===== src/sv/cca_pkg.sv =====
// ----------------------------------------------------------------------------
// Calendar clock advance package
// Shared types, constants and calendar helper functions for the calendar
// clock advance block.
// ----------------------------------------------------------------------------
package cca_pkg;

    // Command codes carried by the cmd field.
    localparam logic CMD_ADVANCE = 1'b0;
    localparam logic CMD_LOAD    = 1'b1;

    // Length of one day in milliseconds.
    localparam logic [31:0] DAY_MS = 32'd86400000;

    // Month lengths and the last month of the year.
    localparam logic [5:0] LEN_NONE  = 6'd0;
    localparam logic [5:0] LEN_LONG  = 6'd31;
    localparam logic [5:0] LEN_SHORT = 6'd30;
    localparam logic [5:0] LEN_FEB   = 6'd28;
    localparam logic [5:0] LEN_LEAP  = 6'd29;
    localparam logic [3:0] MONTHS    = 4'd12;
    localparam logic [3:0] WEEK_DAYS = 4'd7;

    // Divisibility by 25 of a 16-bit year: multiply by the inverse of 25
    // modulo 2^16; the product is small exactly for multiples of 25.
    localparam logic [15:0] YEAR_INV25     = 16'd23593;
    localparam logic [15:0] YEAR_DIV25_MAX = 16'd2621;

    // One input item as held in the input register.
    typedef struct packed {
        logic        cmd;
        logic [31:0] now_ms;
        logic [15:0] load_year;
        logic [3:0]  load_month;
        logic [4:0]  load_day;
        logic [26:0] load_ms_of_day;
        logic [2:0]  load_weekday;
    } t_item;

    // Calendar state, which is also the reported result.
    typedef struct packed {
        logic [31:0] ms_of_day;
        logic [5:0]  day;
        logic [3:0]  month;
        logic [15:0] year;
        logic [2:0]  weekday;
    } t_cal;

    // Gregorian leap year: divisible by 4, and not by 100 unless by 400.
    // Divisible by 100 means by 4 and by 25; by 400 means by 16 and by 25.
    function automatic logic is_leap(input logic [15:0] year);
        logic [15:0] prod;
        logic        div25;
        prod  = year * YEAR_INV25;
        div25 = (prod <= YEAR_DIV25_MAX);
        return (year[1:0] == 2'd0) && (!div25 || (year[3:0] == 4'd0));
    endfunction

    // Days in a month; zero for months that have no limit.
    function automatic logic [5:0] month_len(input logic [3:0] month,
                                             input logic [15:0] year);
        logic [5:0] len;
        case (month) inside
            4'd1, 4'd3, 4'd5, 4'd7, 4'd8, 4'd10, 4'd12: len = LEN_LONG;
            4'd4, 4'd6, 4'd9, 4'd11:                    len = LEN_SHORT;
            4'd2:    len = is_leap(year) ? LEN_LEAP : LEN_FEB;
            default: len = LEN_NONE;
        endcase
        return len;
    endfunction

endpackage


===== src/sv/calendar_clock_advance_core.sv =====
// ----------------------------------------------------------------------------
// Calendar clock advance core
// Keeps a Gregorian calendar clock driven by a free-running millisecond
// timestamp, and reports the calendar after every item.
//
//   Channel  Direction  Handshake                  Payload
//   input    in         i_in_valid / o_in_stall    i_cmd, i_now_ms, i_load_*
//   output   out        o_out_valid / i_out_stall  o_ms_of_day, o_day, o_month,
//                                                  o_year, o_weekday
//
// One item per cycle sustained while the output is not stalled; each result
// passes through the input register and then the calendar registers.
// The calendar registers double as the result register, so the state moves
// only when a result is loaded. Synchronous active-low reset clears the
// calendar and timestamp to zero. An output stall holds the result and
// backs up into the input register, which stalls the input once full.
// ----------------------------------------------------------------------------
module calendar_clock_advance_core (
    input  logic        i_clk,
    input  logic        i_rst_n,
    input  logic        i_in_valid,
    output logic        o_in_stall,
    input  logic        i_cmd,
    input  logic [31:0] i_now_ms,
    input  logic [15:0] i_load_year,
    input  logic [3:0]  i_load_month,
    input  logic [4:0]  i_load_day,
    input  logic [26:0] i_load_ms_of_day,
    input  logic [2:0]  i_load_weekday,
    output logic        o_out_valid,
    input  logic        i_out_stall,
    output logic [31:0] o_ms_of_day,
    output logic [5:0]  o_day,
    output logic [3:0]  o_month,
    output logic [15:0] o_year,
    output logic [2:0]  o_weekday
);
    import cca_pkg::*;

    logic        r_in_vld;
    t_item       r_item;
    logic        r_out_vld;
    t_cal        r_cal;
    logic [31:0] r_last;
    t_cal        n_cal;
    logic [31:0] n_last;
    logic        in_xfer;
    logic        out_xfer;
    logic        step;

    // Handshake: the item in the input register moves on when the result
    // register is empty or its result is being transferred out.
    assign step       = r_in_vld && (!r_out_vld || !i_out_stall);
    assign o_in_stall = r_in_vld && r_out_vld && i_out_stall;
    assign in_xfer    = i_in_valid && !o_in_stall;
    assign out_xfer   = r_out_vld && !i_out_stall;

    // Input register valid flag.
    always_ff @(posedge i_clk) begin
        if (!i_rst_n) begin
            r_in_vld <= 1'b0;
        end else if (in_xfer) begin
            r_in_vld <= 1'b1;
        end else if (step) begin
            r_in_vld <= 1'b0;
        end
    end

    // Input register payload.
    always_ff @(posedge i_clk) begin
        if (in_xfer) begin
            r_item.cmd            <= i_cmd;
            r_item.now_ms         <= i_now_ms;
            r_item.load_year      <= i_load_year;
            r_item.load_month     <= i_load_month;
            r_item.load_day       <= i_load_day;
            r_item.load_ms_of_day <= i_load_ms_of_day;
            r_item.load_weekday   <= i_load_weekday;
        end
    end

    // Calendar update logic.
    cca_next u_next (
        .i_item       (r_item),
        .i_cal        (r_cal),
        .i_last_stamp (r_last),
        .o_cal        (n_cal),
        .o_last_stamp (n_last)
    );

    // Calendar state and result valid flag.
    always_ff @(posedge i_clk) begin
        if (!i_rst_n) begin
            r_out_vld <= 1'b0;
            r_cal     <= '0;
            r_last    <= '0;
        end else begin
            if (step) begin
                r_out_vld <= 1'b1;
                r_cal     <= n_cal;
                r_last    <= n_last;
            end else if (out_xfer) begin
                r_out_vld <= 1'b0;
            end
        end
    end

    assign o_out_valid = r_out_vld;
    assign o_ms_of_day = r_cal.ms_of_day;
    assign o_day       = r_cal.day;
    assign o_month     = r_cal.month;
    assign o_year      = r_cal.year;
    assign o_weekday   = r_cal.weekday;

    // The input is stalled only while the input register holds an item.
    a_stall_needs_item: assert property (@(posedge i_clk) disable iff (!i_rst_n)
        o_in_stall |-> r_in_vld)
        else $error("input stalled with empty input register");

    // An advance on an unset clock leaves the calendar untouched.
    a_unset_holds: assert property (@(posedge i_clk) disable iff (!i_rst_n)
        (step && (r_item.cmd == CMD_ADVANCE) && (r_cal.month == 4'd0))
        |=> (o_month == 4'd0) && $stable(o_ms_of_day) && $stable(o_day))
        else $error("unset clock changed on advance");

    // A load copies the requested date.
    a_load_copies: assert property (@(posedge i_clk) disable iff (!i_rst_n)
        (step && (r_item.cmd == CMD_LOAD))
        |=> (o_month == $past(r_item.load_month))
            && (o_year == $past(r_item.load_year)))
        else $error("load did not copy date");

    // Every advance records its timestamp; otherwise it is kept.
    a_stamp_kept: assert property (@(posedge i_clk) disable iff (!i_rst_n)
        !(step && (r_item.cmd == CMD_ADVANCE)) |=> $stable(r_last))
        else $error("timestamp changed without advance");

endmodule


===== src/sv/cca_next.sv =====
// ----------------------------------------------------------------------------
// Calendar next-state logic
// Computes the calendar and the stored timestamp that follow one item:
// a load copies the date and time, an advance adds elapsed milliseconds and
// performs at most one day rollover.
// ----------------------------------------------------------------------------
module cca_next (
    input  cca_pkg::t_item i_item,
    input  cca_pkg::t_cal  i_cal,
    input  logic [31:0]    i_last_stamp,
    output cca_pkg::t_cal  o_cal,
    output logic [31:0]    o_last_stamp
);
    import cca_pkg::*;

    logic [31:0] sum_ms;
    logic        day_done;
    logic [3:0]  wd_inc;
    logic [2:0]  wd_next;
    logic [5:0]  day_inc;
    logic [5:0]  lim;
    logic        mon_roll;
    logic [5:0]  day_next;
    logic [3:0]  mon_step;
    logic        yr_roll;

    // Elapsed time and the day rollover chain.
    always_comb begin
        sum_ms   = i_cal.ms_of_day + (i_item.now_ms - i_last_stamp);
        day_done = (sum_ms >= DAY_MS);

        wd_inc  = {1'b0, i_cal.weekday} + 4'd1;
        wd_next = (wd_inc >= WEEK_DAYS) ? 3'(wd_inc - WEEK_DAYS) : wd_inc[2:0];

        day_inc  = i_cal.day + 6'd1;
        lim      = month_len(i_cal.month, i_cal.year);
        mon_roll = (lim != LEN_NONE) && (day_inc > lim);
        day_next = mon_roll ? (day_inc - lim) : day_inc;
        mon_step = mon_roll ? (i_cal.month + 4'd1) : i_cal.month;
        yr_roll  = (mon_step > MONTHS);
    end

    // Select the update for the command.
    always_comb begin
        o_cal        = i_cal;
        o_last_stamp = i_last_stamp;
        if (i_item.cmd == CMD_LOAD) begin
            o_cal.year      = i_item.load_year;
            o_cal.month     = i_item.load_month;
            o_cal.day       = {1'b0, i_item.load_day};
            o_cal.ms_of_day = {5'd0, i_item.load_ms_of_day};
            o_cal.weekday   = i_item.load_weekday;
        end else begin
            o_last_stamp = i_item.now_ms;
            // An unset clock only tracks the timestamp.
            if (i_cal.month != 4'd0) begin
                o_cal.ms_of_day = sum_ms;
                if (day_done) begin
                    o_cal.ms_of_day = sum_ms - DAY_MS;
                    o_cal.weekday   = wd_next;
                    o_cal.day       = day_next;
                    o_cal.month     = yr_roll ? (mon_step - MONTHS) : mon_step;
                    o_cal.year      = yr_roll ? (i_cal.year + 16'd1) : i_cal.year;
                end
            end
        end
    end

endmodule

===== config.mk =====
export PLATFORM = sky130hd
export DESIGN_NAME = calendar_clock_advance_core
export DESIGN_NICKNAME = d
export VERILOG_FILES = /design/src/sv/cca_pkg.sv /design/src/sv/calendar_clock_advance_core.sv /design/src/sv/cca_next.sv
export SDC_FILE = /design/constraint.sdc
export NUM_CORES = 1
export LEC_CHECK = 0
export ABC_AREA = 1
export BUFFER_PORTS_ARGS = -buffer_cell sky130_fd_sc_hd__buf_2
export CORE_ASPECT_RATIO = 0.6
export CORE_MARGIN = 2
export CORE_UTILIZATION = 40
export CTS_CLUSTER_DIAMETER = 50
export DETAILED_ROUTE_END_ITERATION = 8
export GPL_TIMING_DRIVEN = 1
export MAX_ROUTING_LAYER = met4
export PLACE_DENSITY = 0.6
export SYNTH_ARGS = -nofsm -noshare
export SYNTH_HDL_FRONTEND = slang
export SYNTH_SLANG_ARGS = --single-unit

===== constraint.sdc =====
create_clock -name i_clk -period 19.4 [get_ports i_clk]
set_clock_uncertainty 0.05 [all_clocks]
set_input_delay 2.91 -clock i_clk [delete_from_list [all_inputs] [get_ports i_clk]]
set_output_delay 2.91 -clock i_clk [all_outputs]
set_load 0.05 [all_outputs]

==> results of run 1 <==
-- power by group --
group | internal, mW | switching (mW)
logic | 0.249 | 0.601
registers | 0.433 | 0.0217
clock network | 0.183 | 0.179
total | 0.864 | 0.801
-- layout by cell type, fill, tap and decap left out, types with 4 or more instances in the layout --
cell type | synthesis | final
a21oi_1 | 111 | 111
a221oi_1 | 7 | 7
and2_1 | 4 | 4
buf_2 | 8 | 154
buf_4 | 3 | 6
clkbuf_16 | 0 | 17
clkinvlp_4 | 0 | 4
dfxtp_1 | 95 | 95
edfxtp_1 | 88 | 88
fa_1 | 50 | 50
ha_1 | 109 | 109
inv_1 | 372 | 370
inv_2 | 20 | 22
inv_6 | 0 | 4
nand2_1 | 507 | 507
nand2_2 | 24 | 24
nand3_1 | 115 | 114
nand3_2 | 3 | 4
nand3b_1 | 7 | 7
nand4_1 | 39 | 39
nor2_1 | 170 | 170
nor2_2 | 9 | 9
nor2_4 | 5 | 5
nor3_1 | 10 | 10
o211ai_1 | 4 | 4
o21ai_0 | 73 | 73
o21ai_1 | 6 | 6
o21bai_1 | 4 | 4
xnor2_1 | 17 | 17
xor2_1 | 31 | 31
-- worst max-delay path: cells and delay by family (launching register included) --
kind                       cells  cell delay [ps]
adders and majority gates     10             3010
and+or+nand+nor               13             1940
DFF                            1              560
AOI/OAI and AO/OA              8             1920
buffers and inverters          3              380
-- final timing paths --
| kind | slack [ps] | depth (start not counted) | from | endpoint |
|---|---|---|---|---|
| max | 11450 | 34 | o_year[4]$_SDFFE_PN0P_ | o_year[11]$_SDFFE_PN0P_ |
| min reg2reg | 410 | 2 | r_last[26]$_SDFFE_PN0P_ | r_last[26]$_SDFFE_PN0P_ |
| max reg2reg | 11450 | 34 | o_year[4]$_SDFFE_PN0P_ | o_year[11]$_SDFFE_PN0P_ |
| min | 410 | 2 | r_last[26]$_SDFFE_PN0P_ | r_last[26]$_SDFFE_PN0P_ |
-- kinds of logic after synthesis --
family / share of synthesized area, %
simple gates: 27.6
buf+inv: 12.3
compound gates: 7.92
flops: 32.3
fa+ha+maj: 16.8
xor+xnor: 2.99
mux: 0.0712
-- metal layers --
metal / GRT usage, % / share of wire (%)
met1: 42.4 / 55
met5: - / 0
met4: 3.48 / 0.52
met3: 5.56 / 8.2
met2: 30.9 / 36
-- flip-flops by register name, indices dropped and copies added (netlist names) --
signal       flops
o_day            6
o_month          4
o_ms_of_day     32
o_out_valid      1
o_weekday        3
o_year          16
r_in_vld         1
r_item          88
r_last          32
-- final cells by class --
type | instances | area [sq um] | area share (%)
repair buffers | 160 | 816 | 5.15
inverters | 397 | 1500 | 9.45
multi-input cells | 1322 | 7800 | 49.3
clock buffers | 17 | 425 | 2.69
well taps | 467 | 584 | 3.69
clock inverters | 15 | 163 | 1.03
flip-flops and latches | 183 | 4540 | 28.7
diodes | 1 | 2.50 | 0.0158
-- stage by stage --
stage	setup slack, ps	hold WS, ps	power, mW	instances
2_1_floorplan	12470	377	1.06	1951
3_3_place_gp	11820	389	1.28	2529
3_5_place_dp	11550	401	1.29	2529
4_1_cts	11510	412	1.66	2561
5_1_grt	10680	428	1.78	2562
6_report	11450	412	1.67	2562
==> results_dict.tcl, run 1 <==
set metrics [dict create \
    layout_min_cycle_time_ps 7950 \
    critPathLaunchType "register" \
    nFillCells 3578 \
    final_area_sq_um 15800 \
    cpMaxStageDelayCell "dfxtp_1" \
    start_util_pct 40.4 \
    worst_pin_slew_ps 1200 \
    arrival_ps 8290 \
    yosysSeqAreaShare_pct 32.3 \
    io_buffer_count 154 \
    first_pass_iters 7 \
    setup_tns_ps 0 \
    cts_tree "yes" \
    globalplace.congestion 0.989 \
    ys_types 46 \
    synth_area_sq_um 14100 \
    hold_class "register to register" \
    dieHeight_microns 149 \
    finalSetupViolCount 0 \
    leakage_nw 8.16 \
    die-width_microns 246 \
    drc 0 \
    cts_buffers 17 \
    crit_fanout 29 \
    drive_above_1_share_pct 12.6 \
    final_nets 2332 \
    grt_antenna_before_repair 1 \
    io_pins 155 \
    wl_per_cell_microns 17.6 \
    synthCells 1951 \
    clkSlewWorstSetupHoldPaths_ps 80 \
    maxSlewHeadroom_pct 19.6 \
    netlist_top_cells_area "edfxtp_1 (19%), nand2_1 (14%), dfxtp_1 (14%)" \
    slowest_delay_ps 560 \
    post_cts_buffers 0 \
    endpoint_kind "register" \
    ys_warn_count 0 \
    postRouteAntennaNets 0 \
    status "finished, final reports clean" \
    syn_area_per_cell_sq_um 7.21 \
    num_vias 12800 \
    peakVddDrop_mv 0.0708 \
    fin_crit_sh_pct 41.0 \
    fmax_ghz 0.126 \
    rsz0062_at_grt "no" \
    htreeDepth 4 \
    die-area_sq_um 36700 \
    vias_per_cell 4.98 \
    yosys_register_bits 183 \
    crit_type "register to register" \
    dp_hpwl_microns 35200 \
    yosys.area.top_type_share_pct 18.8 \
    cts-root-buf "clkbuf_16" \
    required_ps 19740 \
    synth_common_cells "nand2_1 (507), inv_1 (372), nor2_1 (170)" \
    groute.usage.overall_pct 25.7 \
    grt_pass1_vias 11600 \
    cts.path.max_buffers 2 \
    yosys.area.top_type "edfxtp_1" \
    synth_fp_nets 2202 \
    yosysMostFrequentCell "nand2_1" \
    synthArstFlopShare_pct 0 \
    num_rows 53 \
    clk_latency_ps 460 \
    clock_sinks 183 \
    hold_viol 0 \
    postPlaceCellArea_sq_um 15200 \
    fin_util_pct 45.5 \
    drt_iter0_markers 1329 \
    postRouteWirelength_microns 45100 \
    area_delta_synth_final_pct 12.5 \
    synth_edf_count 88 \
    holdBufCountCts 0 \
    cap_viol_max_count 0 \
    core_area_sq_um 34800 \
    slew_violations 0 \
    powerDensity_nw_per_um2 105 \
    grt_first_pass_wirelength_microns 68800 \
    cts_resized 0 \
    grt_max_degree 69 \
    overflow 0 \
    ys.flop_type "dfxtp_1" \
]
No activity file was read; power rests on OpenSTA's default activity.
==> run 2, diff against run 1 <==
PLACE_DENSITY = 0.62   (was 0.6)
clock period = 6.6 ns   (was 19.4 ns; I/O delays follow)
==> results_dict.tcl, run 2 (synthesis results as in run 1) <==
set metrics [dict create \
    start_util_pct 40.4 \
    fin_ws_ps 47.1 \
    num_antenna_cells 0 \
    die-width_microns 246 \
    finalSetupViolCount 0 \
    critPathLaunchType "register" \
    critPathMostFrequentCell "inv_2" \
    globalplace.congestion 0.995 \
    layout_commonest_cell "nand2_1" \
    io_pins 155 \
    drc 0 \
    regArea_sq_um 4570 \
    crit_fanout 7 \
    crit_type "register to register" \
    rsz0062_at_grt "yes" \
    clkSlewWorstSetupHoldPaths_ps 80 \
    die-area_sq_um 36700 \
    fin_util_pct 47.5 \
    num_rows 53 \
    worstRegToRegCells 35 \
    grt_first_pass_wirelength_microns 69900 \
    holdPathStages 2 \
    htreeDepth 4 \
    regToRegStartpoint "o_year[9]$_SDFFE_PN0P_" \
    required_ps 6900 \
    worst_pin_slew_ps 941 \
    maxSlewHeadroom_pct 37.3 \
    grt_pass1_vias 12100 \
    clk_latency_ps 460 \
    drive_above_1_share_pct 17.1 \
    hold_class "register to register" \
    cpMaxStageDelayCell "fa_1" \
    arrival_ps 6860 \
    postRouteAntennaNets 0 \
    postPlaceCellArea_sq_um 15500 \
    min_to "r_last[0]$_SDFFE_PN0P_" \
    final_area_sq_um 16600 \
    vias_per_cell 4.97 \
    powerDensity_nw_per_um2 302 \
    status "finished, final reports clean" \
    cts_tree "yes" \
    clock_sinks 183 \
    overflow 0 \
    rrSetupSlack_ps 50 \
    reg2reg_to "o_year[14]$_SDFFE_PN0P_" \
    groute.usage.overall_pct 26.2 \
    leakage_nw 8.42 \
    fin_crit_sh_pct 99.3 \
    grt_max_degree 67 \
    postRouteWirelength_microns 46800 \
    cts.path.max_buffers 2 \
    cp-startpoint "o_year[9]$_SDFFE_PN0P_" \
    wl_per_cell_microns 18.0 \
    drt_iter0_markers 1245 \
    endpoint_kind "register" \
    area_delta_synth_final_pct 17.7 \
    mostFrequentLayoutCells "nand2_1 (489), inv_1 (362), nor2_1 (170), buf_2 (154), nand3_1 (113)" \
    largest_reg_flops 88 \
    core_area_sq_um 34800 \
    hold_viol 0 \
    multi_input_area_sq_um 8110 \
    fmax_ghz 0.153 \
    first_pass_iters 5 \
    grt_antenna_before_repair 0 \
    cts-root-buf "clkbuf_16" \
    cap_viol_max_count 0 \
    layout_min_cycle_time_ps 6550 \
    dp_hpwl_microns 36200 \
    cts_buffers 17 \
    final_nets 2373 \
    slew_violations 0 \
    slowest_delay_ps 550 \
    num_vias 12900 \
    top_register "r_item" \
    dieHeight_microns 149 \
    nFillCells 3550 \
    pre_cts_slack_ps -248 \
    io_buffer_count 154 \
    holdBufCountCts 0 \
    hp-start "r_last[0]$_SDFFE_PN0P_" \
    peakVddDrop_mv 0.218 \
]
-- run 2: cell types whose count changed in the layout (fill, tap and decap cells not counted), sizes merged --
cell      previous run  this run
clkbuf              17        20
clkinv               6         7
buf                160       199
bufinv               1         2
clkinvlp             4         1
diode                1         0
-- run 2: critical path: cells and delay by family (launching register included) --
family / cells / cell delay, ps
compound gates: 5 / 850
xor+xnor: 4 / 740
flops: 1 / 360
buf+inv: 6 / 520
simple gates: 11 / 980
fa+ha+maj: 9 / 2940
-- run 2: layout make-up --
class | instances | share of cell area [%]
sequential | 183 | 27.6
clock inverter | 14 | 0.990
multi-input combinational | 1322 | 49.0
tap | 467 | 3.53
inverter | 397 | 9.06
clock buffer | 18 | 2.59
timing repair buffer | 201 | 7.24
-- run 2: timing repair --
item,CTS,global route
pin swaps,10,37
setup buffers,1,4
resized for setup,11,67
endpoints found under the setup margin,18,23
gates cloned,1,2
-- run 2: worst max path at each step --
stage                                         end  slack, ps  cells after the start
after floorplan           o_year[10]$_SDFFE_PN0P_         40                     34
after global placement     o_year[9]$_SDFFE_PN0P_        -70                     35
after detailed placement   o_year[9]$_SDFFE_PN0P_       -250                     35
after CTS                 o_year[10]$_SDFFE_PN0P_         10                     36
after global routing      o_year[14]$_SDFFE_PN0P_       -300                     36
final                     o_year[14]$_SDFFE_PN0P_         50                     35
-- run 2: power breakdown --
| group | total [mW] | internal [mW] | switching, mW | leakage (nW) |
|---|---|---|---|---|
| registers | 1.33 | 1.27 | 0.0600 | 1.64 |
| logic | 2.59 | 0.804 | 1.79 | 6.49 |
| clock network | 1.08 | 0.572 | 0.504 | 0.292 |
-- run 2: through the flow --
step / setup TNS (ps) / hold WS [ps] / cells / power, mW
after floorplan: 0 / 377 / 1951 / 3.10
after global placement: -913 / 389 / 2562 / 3.78
after detailed placement: -4040 / 394 / 2562 / 3.80
after CTS: 0 / 406 / 2596 / 4.91
after global routing: -4970 / 414 / 2602 / 5.36
final: 0 / 406 / 2602 / 5.00
-- run 2: metal layers --
metal	wire (microns)	GRT usage (%)	part of all wire, %	vias up
met3	3970	5.72	8.5	37
met2	17600	32.9	38	417
met1	24500	41.3	52	6039
met4	639	5.58	1.4	0
met5	0	-	0	-
li1	-	-	-	6450
==> run 3, diff against run 2 <==
ABC_AREA = 0   (was 1)
CAP_MARGIN = 30   (was unset)
SYNTH_HIERARCHICAL = 1   (was unset)
==> results_dict.tcl, run 3 <==
set metrics [dict create \
    grt_first_pass_wirelength_microns 65100 \
    overflow 0 \
    clock_sinks 183 \
    place_inst 2256 \
    globalplace.congestion 0.949 \
    core_area_sq_um 35300 \
    crit_fanout 6 \
    groute.usage.overall_pct 22.9 \
    fin_util_pct 48.8 \
    start_util_pct 40.9 \
    hold_class "register to register" \
    ys_warn_count 6 \
    intPower_mw 2.35 \
    fin_crit_sh_pct 117 \
    pre_cts_slack_ps -1070 \
    first_pass_iters 5 \
    die-area_sq_um 37800 \
    violations "setup timing" \
    top_register "r_item" \
    clkPwrFrac_pct 26.2 \
    yosysMostFrequentCell "nand2_1" \
    rsz0062_at_grt "yes" \
    drive_above_1_share_pct 22.1 \
    peakVddDrop_mv 0.205 \
    syn_area_per_cell_sq_um 8.76 \
    synthCells 1652 \
    layout_min_cycle_time_ps 7710 \
    io_pins 155 \
    wl_per_cell_microns 18.0 \
    power_frac_comb_pct 40.9 \
    cpMaxStageDelayCell "fa_2" \
    synthArstFlopShare_pct 0 \
    area_delta_synth_final_pct 19.1 \
    die-width_microns 250 \
    postRouteWirelength_microns 41600 \
    cts.path.max_buffers 2 \
    critPathMostFrequentCell "ha_4" \
    synth_edf_count 88 \
    grt_pass1_vias 11600 \
    layout_commonest_cell "nand2_1" \
    num_vias 12400 \
    hold_viol 0 \
    swShare_pct 40.0 \
    clkSlewWorstSetupHoldPaths_ps 80 \
    worst_pin_slew_ps 962 \
    yosysSeqAreaShare_pct 31.4 \
    synth_fp_nets 1903 \
    maxSlewHeadroom_pct 35.9 \
    num_rows 53 \
    slew_violations 0 \
    netlist_top_cells_area "edfxtp_1 (18%), dfxtp_1 (13%), ha_1 (9.4%)" \
    finalSetupViolCount 26 \
    clk_latency_ps 470 \
    fin_ws_ps -1110 \
    io_buffer_count 154 \
    required_ps 6870 \
    final_nets 2085 \
    endpoint_kind "register" \
    vias_per_cell 5.33 \
    mostFrequentLayoutCells "nand2_1 (298), inv_1 (180), buf_2 (153), mux2i_1 (114), ha_1 (90)" \
    leakage_nw 7.54 \
    setup_tns_ps -18920 \
    yosys.area.top_type_share_pct 18.3 \
    cts_buffers 17 \
    switchingPower_mw 1.57 \
    status "finished with violations" \
    htreeDepth 4 \
    grt_antenna_before_repair 6 \
    postRouteAntennaNets 0 \
    yosys_register_bits 183 \
    dp_hpwl_microns 30100 \
    cts-root-buf "clkbuf_16" \
    synth_area_sq_um 14500 \
    ys.flop_type "dfxtp_1" \
    powerDensity_nw_per_um2 227 \
    largest_reg_flops 88 \
    arrival_ps 7980 \
    nFillCells 3371 \
    cap_viol_max_count 0 \
    dieHeight_microns 151 \
    grt_max_degree 166 \
    synth_common_cells "nand2_1 (303), inv_1 (192), mux2i_1 (115)" \
    critPathLaunchType "register" \
    fmax_ghz 0.130 \
    pwr-share-seq_pct 32.9 \
    cts_tree "yes" \
    yosys.area.top_type "edfxtp_1" \
    slowest_delay_ps 590 \
    drc 0 \
    crit_type "register to register" \
    final_cells 2318 \
    drt_iter0_markers 1128 \
    ys_types 82 \
]
[run 3: repair_timing]
action / 4_1_cts / 5_1_grt
setup endpoints to repair: 26 / 26
resized for setup: 32 / 39
buffers inserted: 32 / 9
pin swaps: 33 / 50
cloned: 0 / 0
hold buffers: 0 / 0
[run 3: worst paths after layout]
kind | start | to | slack, ps | cells after the start
max | o_year[2]$_SDFFE_PN0P_ | o_year[10]$_SDFFE_PN0P_ | -1110 | 35
min | o_ms_of_day[17]$_SDFFE_PN0P_ | o_ms_of_day[17]$_SDFFE_PN0P_ | 430 | 2
max reg2reg | o_year[2]$_SDFFE_PN0P_ | o_year[10]$_SDFFE_PN0P_ | -1110 | 35
min reg2reg | o_ms_of_day[17]$_SDFFE_PN0P_ | o_ms_of_day[17]$_SDFFE_PN0P_ | 430 | 2
[run 3: cell families (layout without fill, tap and decap cells)]
| group | after synthesis | in the layout | share of synthesized area, % |
|---|---|---|---|
| AO/OA/AOI/OAI | 325 | 325 | 15.0 |
| multiplexers | 135 | 135 | 9.51 |
| buffers and inverters | 276 | 471 | 8.17 |
| flip-flops | 183 | 183 | 31.4 |
| AND/OR/NAND/NOR | 506 | 506 | 15.5 |
| adder cells (fa/ha/maj) | 159 | 159 | 16.3 |
| XOR/XNOR | 68 | 68 | 4.12 |
| other | 0 | 4 | 0 |
[run 3: power groups by stage]
stage / clock (mW) / combinational, mW / sequential, mW
after global placement: 0 / 1.46 / 1.31
final: 1.03 / 1.60 / 1.29
after floorplan: 0 / 1.06 / 1.37
after detailed placement: 0 / 1.48 / 1.31
after CTS: 1.06 / 1.57 / 1.29
after global routing: 1.10 / 1.76 / 1.29
[run 3: metrics by stage]
step / area (sq um) / power (mW) / hold slack, ps
finish: 17200 / 3.92 / 427
global route: 17200 / 4.15 / 446
CTS: 17100 / 3.91 / 432
detailed placement: 16100 / 2.79 / 413
global placement: 16100 / 2.77 / 408
floorplan: 14700 / 2.43 / 398
[run 3: area by class of cell]
class                      instances  area, sq um  share of cell area, %
antenna                            4         10.0                 0.0581
clock buffer                      18          429                   2.49
clock inverter                    14          131                  0.762
inverter                         192          726                   4.21
multi-input combinational       1193         9230                   53.6
sequential                       183         4590                   26.6
tap                              467          584                   3.39
timing repair buffer             247         1530                   8.89
[run 3: per-layer routing]
metal  up-vias  global-route usage (%)  part of all wire [%]
li1       6040                       -                     -
met1      5860                    33.2                    50
met2       400                    31.3                    40
met3        55                    5.38                   7.8
met4         0                    6.96                   1.8
met5         -                       -                     0
[run 3: worst max-delay path: cells and delay by family, from the launching register on]
kind,cells,cell delay [ps]
AOI/OAI and AO/OA,14,2520
xor gates and xnor gates,1,220
adders and majority gates,10,3220
buffers and inverters,3,140
DFF,1,440
muxes,2,170
and+or+nand+nor,5,810
